[src/design/gpst_pkg.sv]
`timescale 1ns / 1ps
// Package for the generational process slot table.
// Shared types, codes and controller/datapath interface structs. No dependencies.
package gpst_pkg;

    localparam int SLOTS_DEFAULT = 64;
    localparam int CFG_W         = 7;
    localparam int CFG_RESET     = 64;
    localparam logic [31:0] GEN_SAT = 32'hffff_ffff;

    localparam logic [2:0] REQ_CREATE    = 3'd0;
    localparam logic [2:0] REQ_CREATE_AT = 3'd1;
    localparam logic [2:0] REQ_EXIT      = 3'd2;
    localparam logic [2:0] REQ_FAULT     = 3'd3;
    localparam logic [2:0] REQ_SNAPSHOT  = 3'd4;
    localparam logic [2:0] REQ_OBSERVE   = 3'd5;
    localparam logic [2:0] REQ_REAP      = 3'd6;
    localparam logic [2:0] REQ_FIND      = 3'd7;

    localparam logic [1:0] PS_EMPTY = 2'd0;
    localparam logic [1:0] PS_RUN   = 2'd1;
    localparam logic [1:0] PS_EXIT  = 2'd2;
    localparam logic [1:0] PS_FAULT = 2'd3;

    localparam logic [1:0] TK_NONE  = 2'd0;
    localparam logic [1:0] TK_EXIT  = 2'd1;
    localparam logic [1:0] TK_FAULT = 2'd2;

    typedef enum logic [3:0] {
        STS_OK       = 4'd0,
        STS_ARG      = 4'd1,
        STS_STATE    = 4'd2,
        STS_GEN      = 4'd3,
        STS_STALE    = 4'd4,
        STS_DUP      = 4'd5,
        STS_CAP      = 4'd6,
        STS_PERM     = 4'd7,
        STS_PEND     = 4'd8,
        STS_NOTFOUND = 4'd9
    } status_t;

    typedef enum logic [1:0] {
        SEL_TGT  = 2'd0,
        SEL_PAR  = 2'd1,
        SEL_IDX  = 2'd2,
        SEL_SCAN = 2'd3
    } addr_sel_t;

    typedef enum logic [2:0] {
        WR_NONE  = 3'd0,
        WR_CLEAR = 3'd1,
        WR_PLACE = 3'd2,
        WR_EXIT  = 3'd3,
        WR_FAULT = 3'd4,
        WR_REAP  = 3'd5
    } wr_op_t;

    typedef enum logic [1:0] {
        FK_NONE  = 2'd0,
        FK_PLACE = 2'd1,
        FK_SNAP  = 2'd2,
        FK_FIND  = 2'd3
    } fin_kind_t;

    typedef struct packed {
        logic [1:0]  state;
        logic [31:0] gen;
        logic [31:0] id;
        logic [63:0] parent;
        logic [1:0]  kind;
        logic [31:0] exit_code;
        logic [31:0] fvec;
        logic [31:0] ferr;
        logic [63:0] faddr;
    } slot_t;

    typedef struct packed {
        logic      cfg_we;
        logic      req_load;
        logic      rd_en;
        addr_sel_t rd_sel;
        logic      hold_load;
        logic      place_from_rd;
        logic      place_from_free;
        logic      scan_start;
        logic      ctr_inc;
        wr_op_t    wr_op;
        logic      fin;
        status_t   fin_status;
        fin_kind_t fin_kind;
    } ctrl_cmd_t;

    typedef struct packed {
        logic [2:0] req_type;
        logic       n_zero;
        logic       id_zero;
        logic       idx_bad;
        logic       tgt_wf;
        logic       oth_wf;
        logic       oth_zero;
        logic       rd_live;
        logic [1:0] rd_state;
        logic       rd_gen_sat;
        logic       rd_par_eq;
        logic       ctr_at_n;
        logic       ctr_at_slots;
        logic       scan_pend;
        logic       dup;
        logic       free;
        logic       child;
        logic       found;
        logic       out_free;
    } dp_stat_t;

endpackage

[src/design/gpst_ctrl.sv]
`timescale 1ns / 1ps
// Sequencer for the slot table: steps each request through reads, scan and write.
// Depends on gpst_pkg.
module gpst_ctrl (
    input  logic               clk,
    input  logic               rst_n,
    input  logic               in_valid,
    output logic               in_stall,
    input  logic               cfg_valid,
    output logic               cfg_ready,
    input  gpst_pkg::dp_stat_t st,
    output gpst_pkg::ctrl_cmd_t cmd
);

    typedef enum logic [8:0] {
        S_CLEAR    = 9'b000000001,
        S_IDLE     = 9'b000000010,
        S_DISPATCH = 9'b000000100,
        S_AT_EVAL  = 9'b000001000,
        S_PAR_EVAL = 9'b000010000,
        S_TGT_EVAL = 9'b000100000,
        S_SCAN     = 9'b001000000,
        S_WRITE    = 9'b010000000,
        S_FIN      = 9'b100000000
    } state_t;

    state_t              state_reg, state_next;
    gpst_pkg::status_t   fin_status_reg, fin_status_next;
    gpst_pkg::fin_kind_t fin_kind_reg, fin_kind_next;

    always_ff @(posedge clk or negedge rst_n)
    begin
        if (!rst_n)
        begin
            state_reg      <= S_CLEAR;
            fin_status_reg <= gpst_pkg::STS_OK;
            fin_kind_reg   <= gpst_pkg::FK_NONE;
        end
        else
        begin
            state_reg      <= state_next;
            fin_status_reg <= fin_status_next;
            fin_kind_reg   <= fin_kind_next;
        end
    end

    assign in_stall  = (state_reg != S_IDLE);
    assign cfg_ready = (state_reg == S_IDLE);

    always_comb
    begin
        state_next      = state_reg;
        fin_status_next = fin_status_reg;
        fin_kind_next   = fin_kind_reg;
        cmd             = '0;
        cmd.fin_status  = fin_status_reg;
        cmd.fin_kind    = fin_kind_reg;

        unique case (state_reg)
            S_CLEAR:
            begin
                if (st.ctr_at_slots)
                begin
                    state_next = S_IDLE;
                end
                else
                begin
                    cmd.wr_op   = gpst_pkg::WR_CLEAR;
                    cmd.ctr_inc = 1'b1;
                end
            end
            S_IDLE:
            begin
                cmd.cfg_we = cfg_valid;
                if (in_valid)
                begin
                    cmd.req_load = 1'b1;
                    state_next   = S_DISPATCH;
                end
            end
            S_DISPATCH:
            begin
                fin_kind_next = gpst_pkg::FK_NONE;
                if (st.n_zero)
                begin
                    fin_status_next = gpst_pkg::STS_ARG;
                    state_next      = S_FIN;
                end
                else if (st.req_type == gpst_pkg::REQ_CREATE ||
                         st.req_type == gpst_pkg::REQ_FIND)
                begin
                    if (st.id_zero)
                    begin
                        fin_status_next = gpst_pkg::STS_ARG;
                        state_next      = S_FIN;
                    end
                    else
                    begin
                        cmd.scan_start = 1'b1;
                        state_next     = S_SCAN;
                    end
                end
                else if (st.req_type == gpst_pkg::REQ_CREATE_AT)
                begin
                    if (st.id_zero || st.idx_bad)
                    begin
                        fin_status_next = gpst_pkg::STS_ARG;
                        state_next      = S_FIN;
                    end
                    else
                    begin
                        cmd.rd_en  = 1'b1;
                        cmd.rd_sel = gpst_pkg::SEL_IDX;
                        state_next = S_AT_EVAL;
                    end
                end
                else if (!st.tgt_wf)
                begin
                    fin_status_next = gpst_pkg::STS_ARG;
                    state_next      = S_FIN;
                end
                else
                begin
                    cmd.rd_en  = 1'b1;
                    cmd.rd_sel = gpst_pkg::SEL_TGT;
                    state_next = S_TGT_EVAL;
                end
            end
            S_AT_EVAL:
            begin
                if (st.rd_state != gpst_pkg::PS_EMPTY)
                begin
                    fin_status_next = gpst_pkg::STS_STATE;
                    state_next      = S_FIN;
                end
                else if (st.rd_gen_sat)
                begin
                    fin_status_next = gpst_pkg::STS_GEN;
                    state_next      = S_FIN;
                end
                else
                begin
                    cmd.place_from_rd = 1'b1;
                    if (st.oth_zero)
                    begin
                        cmd.scan_start = 1'b1;
                        state_next     = S_SCAN;
                    end
                    else if (!st.oth_wf)
                    begin
                        fin_status_next = gpst_pkg::STS_STALE;
                        state_next      = S_FIN;
                    end
                    else
                    begin
                        cmd.rd_en  = 1'b1;
                        cmd.rd_sel = gpst_pkg::SEL_PAR;
                        state_next = S_PAR_EVAL;
                    end
                end
            end
            S_PAR_EVAL:
            begin
                if (!st.rd_live)
                begin
                    fin_status_next = gpst_pkg::STS_STALE;
                    state_next      = S_FIN;
                end
                else if (st.rd_state != gpst_pkg::PS_RUN)
                begin
                    fin_status_next = gpst_pkg::STS_STATE;
                    state_next      = S_FIN;
                end
                else if (st.req_type == gpst_pkg::REQ_CREATE_AT)
                begin
                    cmd.scan_start = 1'b1;
                    state_next     = S_SCAN;
                end
                else
                begin
                    state_next = S_WRITE;
                end
            end
            S_TGT_EVAL:
            begin
                cmd.hold_load = 1'b1;
                if (!st.rd_live)
                begin
                    fin_status_next = gpst_pkg::STS_STALE;
                    state_next      = S_FIN;
                end
                else if (st.req_type == gpst_pkg::REQ_SNAPSHOT)
                begin
                    fin_status_next = gpst_pkg::STS_OK;
                    fin_kind_next   = gpst_pkg::FK_SNAP;
                    state_next      = S_FIN;
                end
                else if (st.req_type == gpst_pkg::REQ_EXIT ||
                         st.req_type == gpst_pkg::REQ_FAULT)
                begin
                    if (st.rd_state != gpst_pkg::PS_RUN)
                    begin
                        fin_status_next = gpst_pkg::STS_STATE;
                        state_next      = S_FIN;
                    end
                    else
                    begin
                        state_next = S_WRITE;
                    end
                end
                else if (!st.rd_par_eq)
                begin
                    fin_status_next = gpst_pkg::STS_PERM;
                    state_next      = S_FIN;
                end
                else if (st.rd_state == gpst_pkg::PS_RUN)
                begin
                    fin_status_next = gpst_pkg::STS_PEND;
                    state_next      = S_FIN;
                end
                else if (st.req_type == gpst_pkg::REQ_OBSERVE)
                begin
                    fin_status_next = gpst_pkg::STS_OK;
                    fin_kind_next   = gpst_pkg::FK_SNAP;
                    state_next      = S_FIN;
                end
                else
                begin
                    cmd.scan_start = 1'b1;
                    state_next     = S_SCAN;
                end
            end
            S_SCAN:
            begin
                if (!st.ctr_at_n)
                begin
                    cmd.rd_en   = 1'b1;
                    cmd.rd_sel  = gpst_pkg::SEL_SCAN;
                    cmd.ctr_inc = 1'b1;
                end
                else if (!st.scan_pend)
                begin
                    state_next = S_FIN;
                    if (st.req_type == gpst_pkg::REQ_FIND)
                    begin
                        fin_status_next = st.found ? gpst_pkg::STS_OK
                                                   : gpst_pkg::STS_NOTFOUND;
                        fin_kind_next   = gpst_pkg::FK_FIND;
                    end
                    else if (st.req_type == gpst_pkg::REQ_REAP)
                    begin
                        if (st.child)
                        begin
                            fin_status_next = gpst_pkg::STS_STATE;
                        end
                        else
                        begin
                            state_next = S_WRITE;
                        end
                    end
                    else if (st.dup)
                    begin
                        fin_status_next = gpst_pkg::STS_DUP;
                    end
                    else if (st.req_type == gpst_pkg::REQ_CREATE_AT)
                    begin
                        state_next = S_WRITE;
                    end
                    else if (!st.free)
                    begin
                        fin_status_next = gpst_pkg::STS_CAP;
                    end
                    else
                    begin
                        cmd.place_from_free = 1'b1;
                        if (st.oth_zero)
                        begin
                            state_next = S_WRITE;
                        end
                        else if (!st.oth_wf)
                        begin
                            fin_status_next = gpst_pkg::STS_STALE;
                        end
                        else
                        begin
                            cmd.rd_en  = 1'b1;
                            cmd.rd_sel = gpst_pkg::SEL_PAR;
                            state_next = S_PAR_EVAL;
                        end
                    end
                end
            end
            S_WRITE:
            begin
                fin_status_next = gpst_pkg::STS_OK;
                fin_kind_next   = gpst_pkg::FK_NONE;
                state_next      = S_FIN;
                if (st.req_type == gpst_pkg::REQ_CREATE ||
                    st.req_type == gpst_pkg::REQ_CREATE_AT)
                begin
                    cmd.wr_op     = gpst_pkg::WR_PLACE;
                    fin_kind_next = gpst_pkg::FK_PLACE;
                end
                else if (st.req_type == gpst_pkg::REQ_EXIT)
                begin
                    cmd.wr_op = gpst_pkg::WR_EXIT;
                end
                else if (st.req_type == gpst_pkg::REQ_FAULT)
                begin
                    cmd.wr_op = gpst_pkg::WR_FAULT;
                end
                else
                begin
                    cmd.wr_op = gpst_pkg::WR_REAP;
                end
            end
            S_FIN:
            begin
                if (st.out_free)
                begin
                    cmd.fin    = 1'b1;
                    state_next = S_IDLE;
                end
            end
            default:
            begin
                state_next = S_IDLE;
            end
        endcase
    end

endmodule

[config.mk]
export PLATFORM = sky130hd
export DESIGN_NAME = gpst_ctrl
export DESIGN_NICKNAME = d
export VERILOG_FILES = /design/src/design/gpst_pkg.sv /design/src/design/gpst_ctrl.sv
export SDC_FILE = /design/constraint.sdc
export NUM_CORES = 1
export LEC_CHECK = 0
export ABC_AREA = 0
export BUFFER_PORTS_ARGS = -buffer_cell sky130_fd_sc_hd__buf_2
export CORE_ASPECT_RATIO = 0.75
export CORE_MARGIN = 4
export CORE_UTILIZATION = 45
export CTS_BUF_LIST = sky130_fd_sc_hd__clkbuf_4 sky130_fd_sc_hd__clkbuf_8
export DETAILED_ROUTE_END_ITERATION = 8
export PLACE_DENSITY_LB_ADDON = 0.1
export SYNTH_ARGS = -nofsm -noshare
export SYNTH_HDL_FRONTEND = slang
export SYNTH_SLANG_ARGS = --single-unit
[constraint.sdc]
create_clock -name clk -period 4.8 [get_ports clk]
set_input_delay 0.96 -clock clk [delete_from_list [all_inputs] [get_ports clk]]
set_output_delay 0.96 -clock clk [all_outputs]
set_load 0.01 [all_outputs]
==> results.json <==
{
  "post-route-min-period_ps": 3630,
  "wl_per_cell_um": 17.6,
  "syn_avg_cell_area_um2": 7.13,
  "worstHoldPathType": "reg2reg",
  "wirelength_um": 5430,
  "cp_max_fo": 12,
  "r2r_slack_ps": 2240,
  "cp-end-kind": "output pin",
  "die_y_um": 60.2,
  "syn_to_final_growth_pct": 17.8,
  "drtIter0Drc": 176,
  "layout_common_cells": "47 x buf_2, 23 x nand2_1, 21 x nor2_1",
  "final_common_cell": "buf_2",
  "io_pins": 48,
  "cp_slowest_cell": "or4_4",
  "cts_root_buf": "clkbuf_8",
  "fillCellCount": 344,
  "drc": 0,
  "worstPathCellList": "or4_4 -> or4_4 -> or2_2 -> nor2b_1 -> o21bai_1 -> buf_2",
  "clock.fmax_mhz": 276,
  "holdPathStages": 2,
  "cp.arrival_ps": 2670,
  "min_from": "fin_kind_reg[0]$_DFFE_PN0P_",
  "finalSetupTns_ps": 0,
  "ys_ff_latch": 15,
  "netlist_area_mm2": 0.00163,
  "start_kind": "register",
  "synth_cells": 229,
  "grt_pass1_vias": 1696,
  "ys.flop_type": "dfrtp_1",
  "cts_buffers": 3,
  "hold_end": "fin_kind_reg[0]$_DFFE_PN0P_",
  "portBuffers": 47,
  "finClkSkew_ps": 5.96,
  "clkLatencyLatePin_ps": 260,
  "dp_hpwl_um": 4310,
  "synth-seq-area-share_pct": 23.1,
  "syn_nets": 255,
  "largest_reg_flops": 9,
  "nets": 295,
  "reg2reg_depth": 6,
  "post-route-period-util_pct": 75.6,
  "rr_startpoint": "state_reg[4]$_DFFE_PN0P_",
  "core-area_mm2": 0.00338,
  "final_antenna_net_count": 0,
  "die_area_mm2": 0.00467,
  "die_w_um": 77.6,
  "via_per_inst": 6.49,
  "htreeDepth": 1,
  "slew_headroom_pct": 57.1,
  "synth_cell_type_count": 57,
  "diodes": 0,
  "status": "finished clean",
  "gp_congestion": 0.960,
  "power_density_mw_per_mm2": 325,
  "post_cts_resized": 0,
  "drive_gt1_share_pct": 23.9,
  "num_vias": 1998,
  "start_util_pct": 48.3,
  "cts_setup_buffers": 0,
  "cts_tree": "yes",
  "critical-path-max-stage-delay_ps": 610,
  "peakVddDrop_uv": 267,
  "critPathBufInv": 1,
  "worstMarginPinSlew_ps": 638,
  "clkTransAtPathRegs_ps": 70,
  "postSynth.asyncResetShare_pct": 100,
  "p_leak_uw": 0.000849,
  "drt_pass1_iterations": 5,
  "grt_overflow": 0,
  "yosysWarnings": 0,
  "grt_use_total_pct": 24.2,
  "ctsLongestPathBuffers": 2,
  "rows": 18,
  "hold_viol": 0,
  "grt_max_degree": 21,
  "crit_start": "state_reg[4]$_DFFE_PN0P_",
  "synth_edf_count": 0,
  "whs_ps": 509,
  "required_ps": 3840,
  "cts.sinks": 15,
  "cpMostUsedCell": "or4_4",
  "finalSetupViolations": 0,
  "critPathKind": "reg2out",
  "grt_pass1_wl_um": 8680,
  "critPathTopFamily": "simple AND/OR/NAND/NOR gates",
  "hold_buffers": 0,
  "r2r_end": "fin_status_reg[0]$_DFFE_PN0P_",
  "drv_slew": 0,
  "antenna_found_initial": 0,
  "rsz0062_at_grt": "false",
  "max-cap-violations": 0
}
-- where the power goes --
part           internal (uW)  switching [uW]  total [uW]
registers                157            36.4         193
clock network           58.5            53.5         112
logic                    124             196         320
total                    339             286         625
-- through the flow --
step	std cells	area, um2	setup slack [ps]	util (%)	power (uW)
final	308	1920	1170	56.9	625
after global routing	308	1920	1050	56.9	672
after CTS	308	1920	1170	56.9	625
after detailed placement	304	1870	1460	55.5	511
after global placement	304	1870	1510	55.5	512
after floorplan	229	1630	1610	-	400
-- layer usage --
metal / up-vias / track usage, % / routed length, um
met5: - / 0 / 0
met4: 0 / 5.33 / 55
met3: 8 / 6.33 / 646
met2: 125 / 35.1 / 2280
met1: 917 / 35.6 / 2440
li1: 948 / - / -
-- cell usage after synthesis, drive strengths merged (5+ instances only) --
cell,n,area share (%)
nand2,23,5.3
clkbuf,10,2.3
o31ai,6,2.8
nand3,10,3.1
o21bai,5,2.3
nor2b,6,2.3
o21ai,10,3.1
a21oi,16,4.9
inv,11,2.5
nor2,21,4.8
nor4,5,1.9
dfrtp,14,21
nor3,11,3.4
-- worst max path at each step --
| stage | end | slack [ps] | cells past startpoint |
|---|---|---|---|
| final | cmd[16] | 1170 | 6 |
| after global routing | cmd[16] | 1050 | 6 |
| after CTS | cmd[16] | 1170 | 6 |
| after detailed placement | cmd[16] | 1460 | 6 |
| after global placement | cmd[16] | 1510 | 6 |
| after floorplan | cmd[17] | 1610 | 7 |
-- worst reg2reg max path: cells and delay by family (launching register included) --
family / cells / cell delay (ps)
AO/OA/AOI/OAI: 2 / 410
flip-flops: 1 / 510
AND/OR/NAND/NOR: 4 / 1540
-- logic make-up (layout without fill, tap and decap cells) --
logic type | after synthesis | count (layout) | share of synthesized area, %
DFF | 15 | 15 | 23.1
buffers and inverters | 24 | 63 | 5.67
AOI/OAI and AO/OA | 76 | 76 | 32.3
xor gates and xnor gates | 4 | 4 | 2.15
muxes | 2 | 2 | 1.23
and+or+nand+nor | 108 | 108 | 35.6
-- layout make-up --
cell class	count	area, um2	share of cell area, %
tap	40	50.0	2.60
clock inverter	1	7.51	0.390
clock buffer	3	41.3	2.15
multi-input combinational	190	1160	60.5
inverter	11	41.3	2.15
sequential	15	377	19.6
timing repair buffer	48	243	12.6
(Power assumes the default switching activity.)
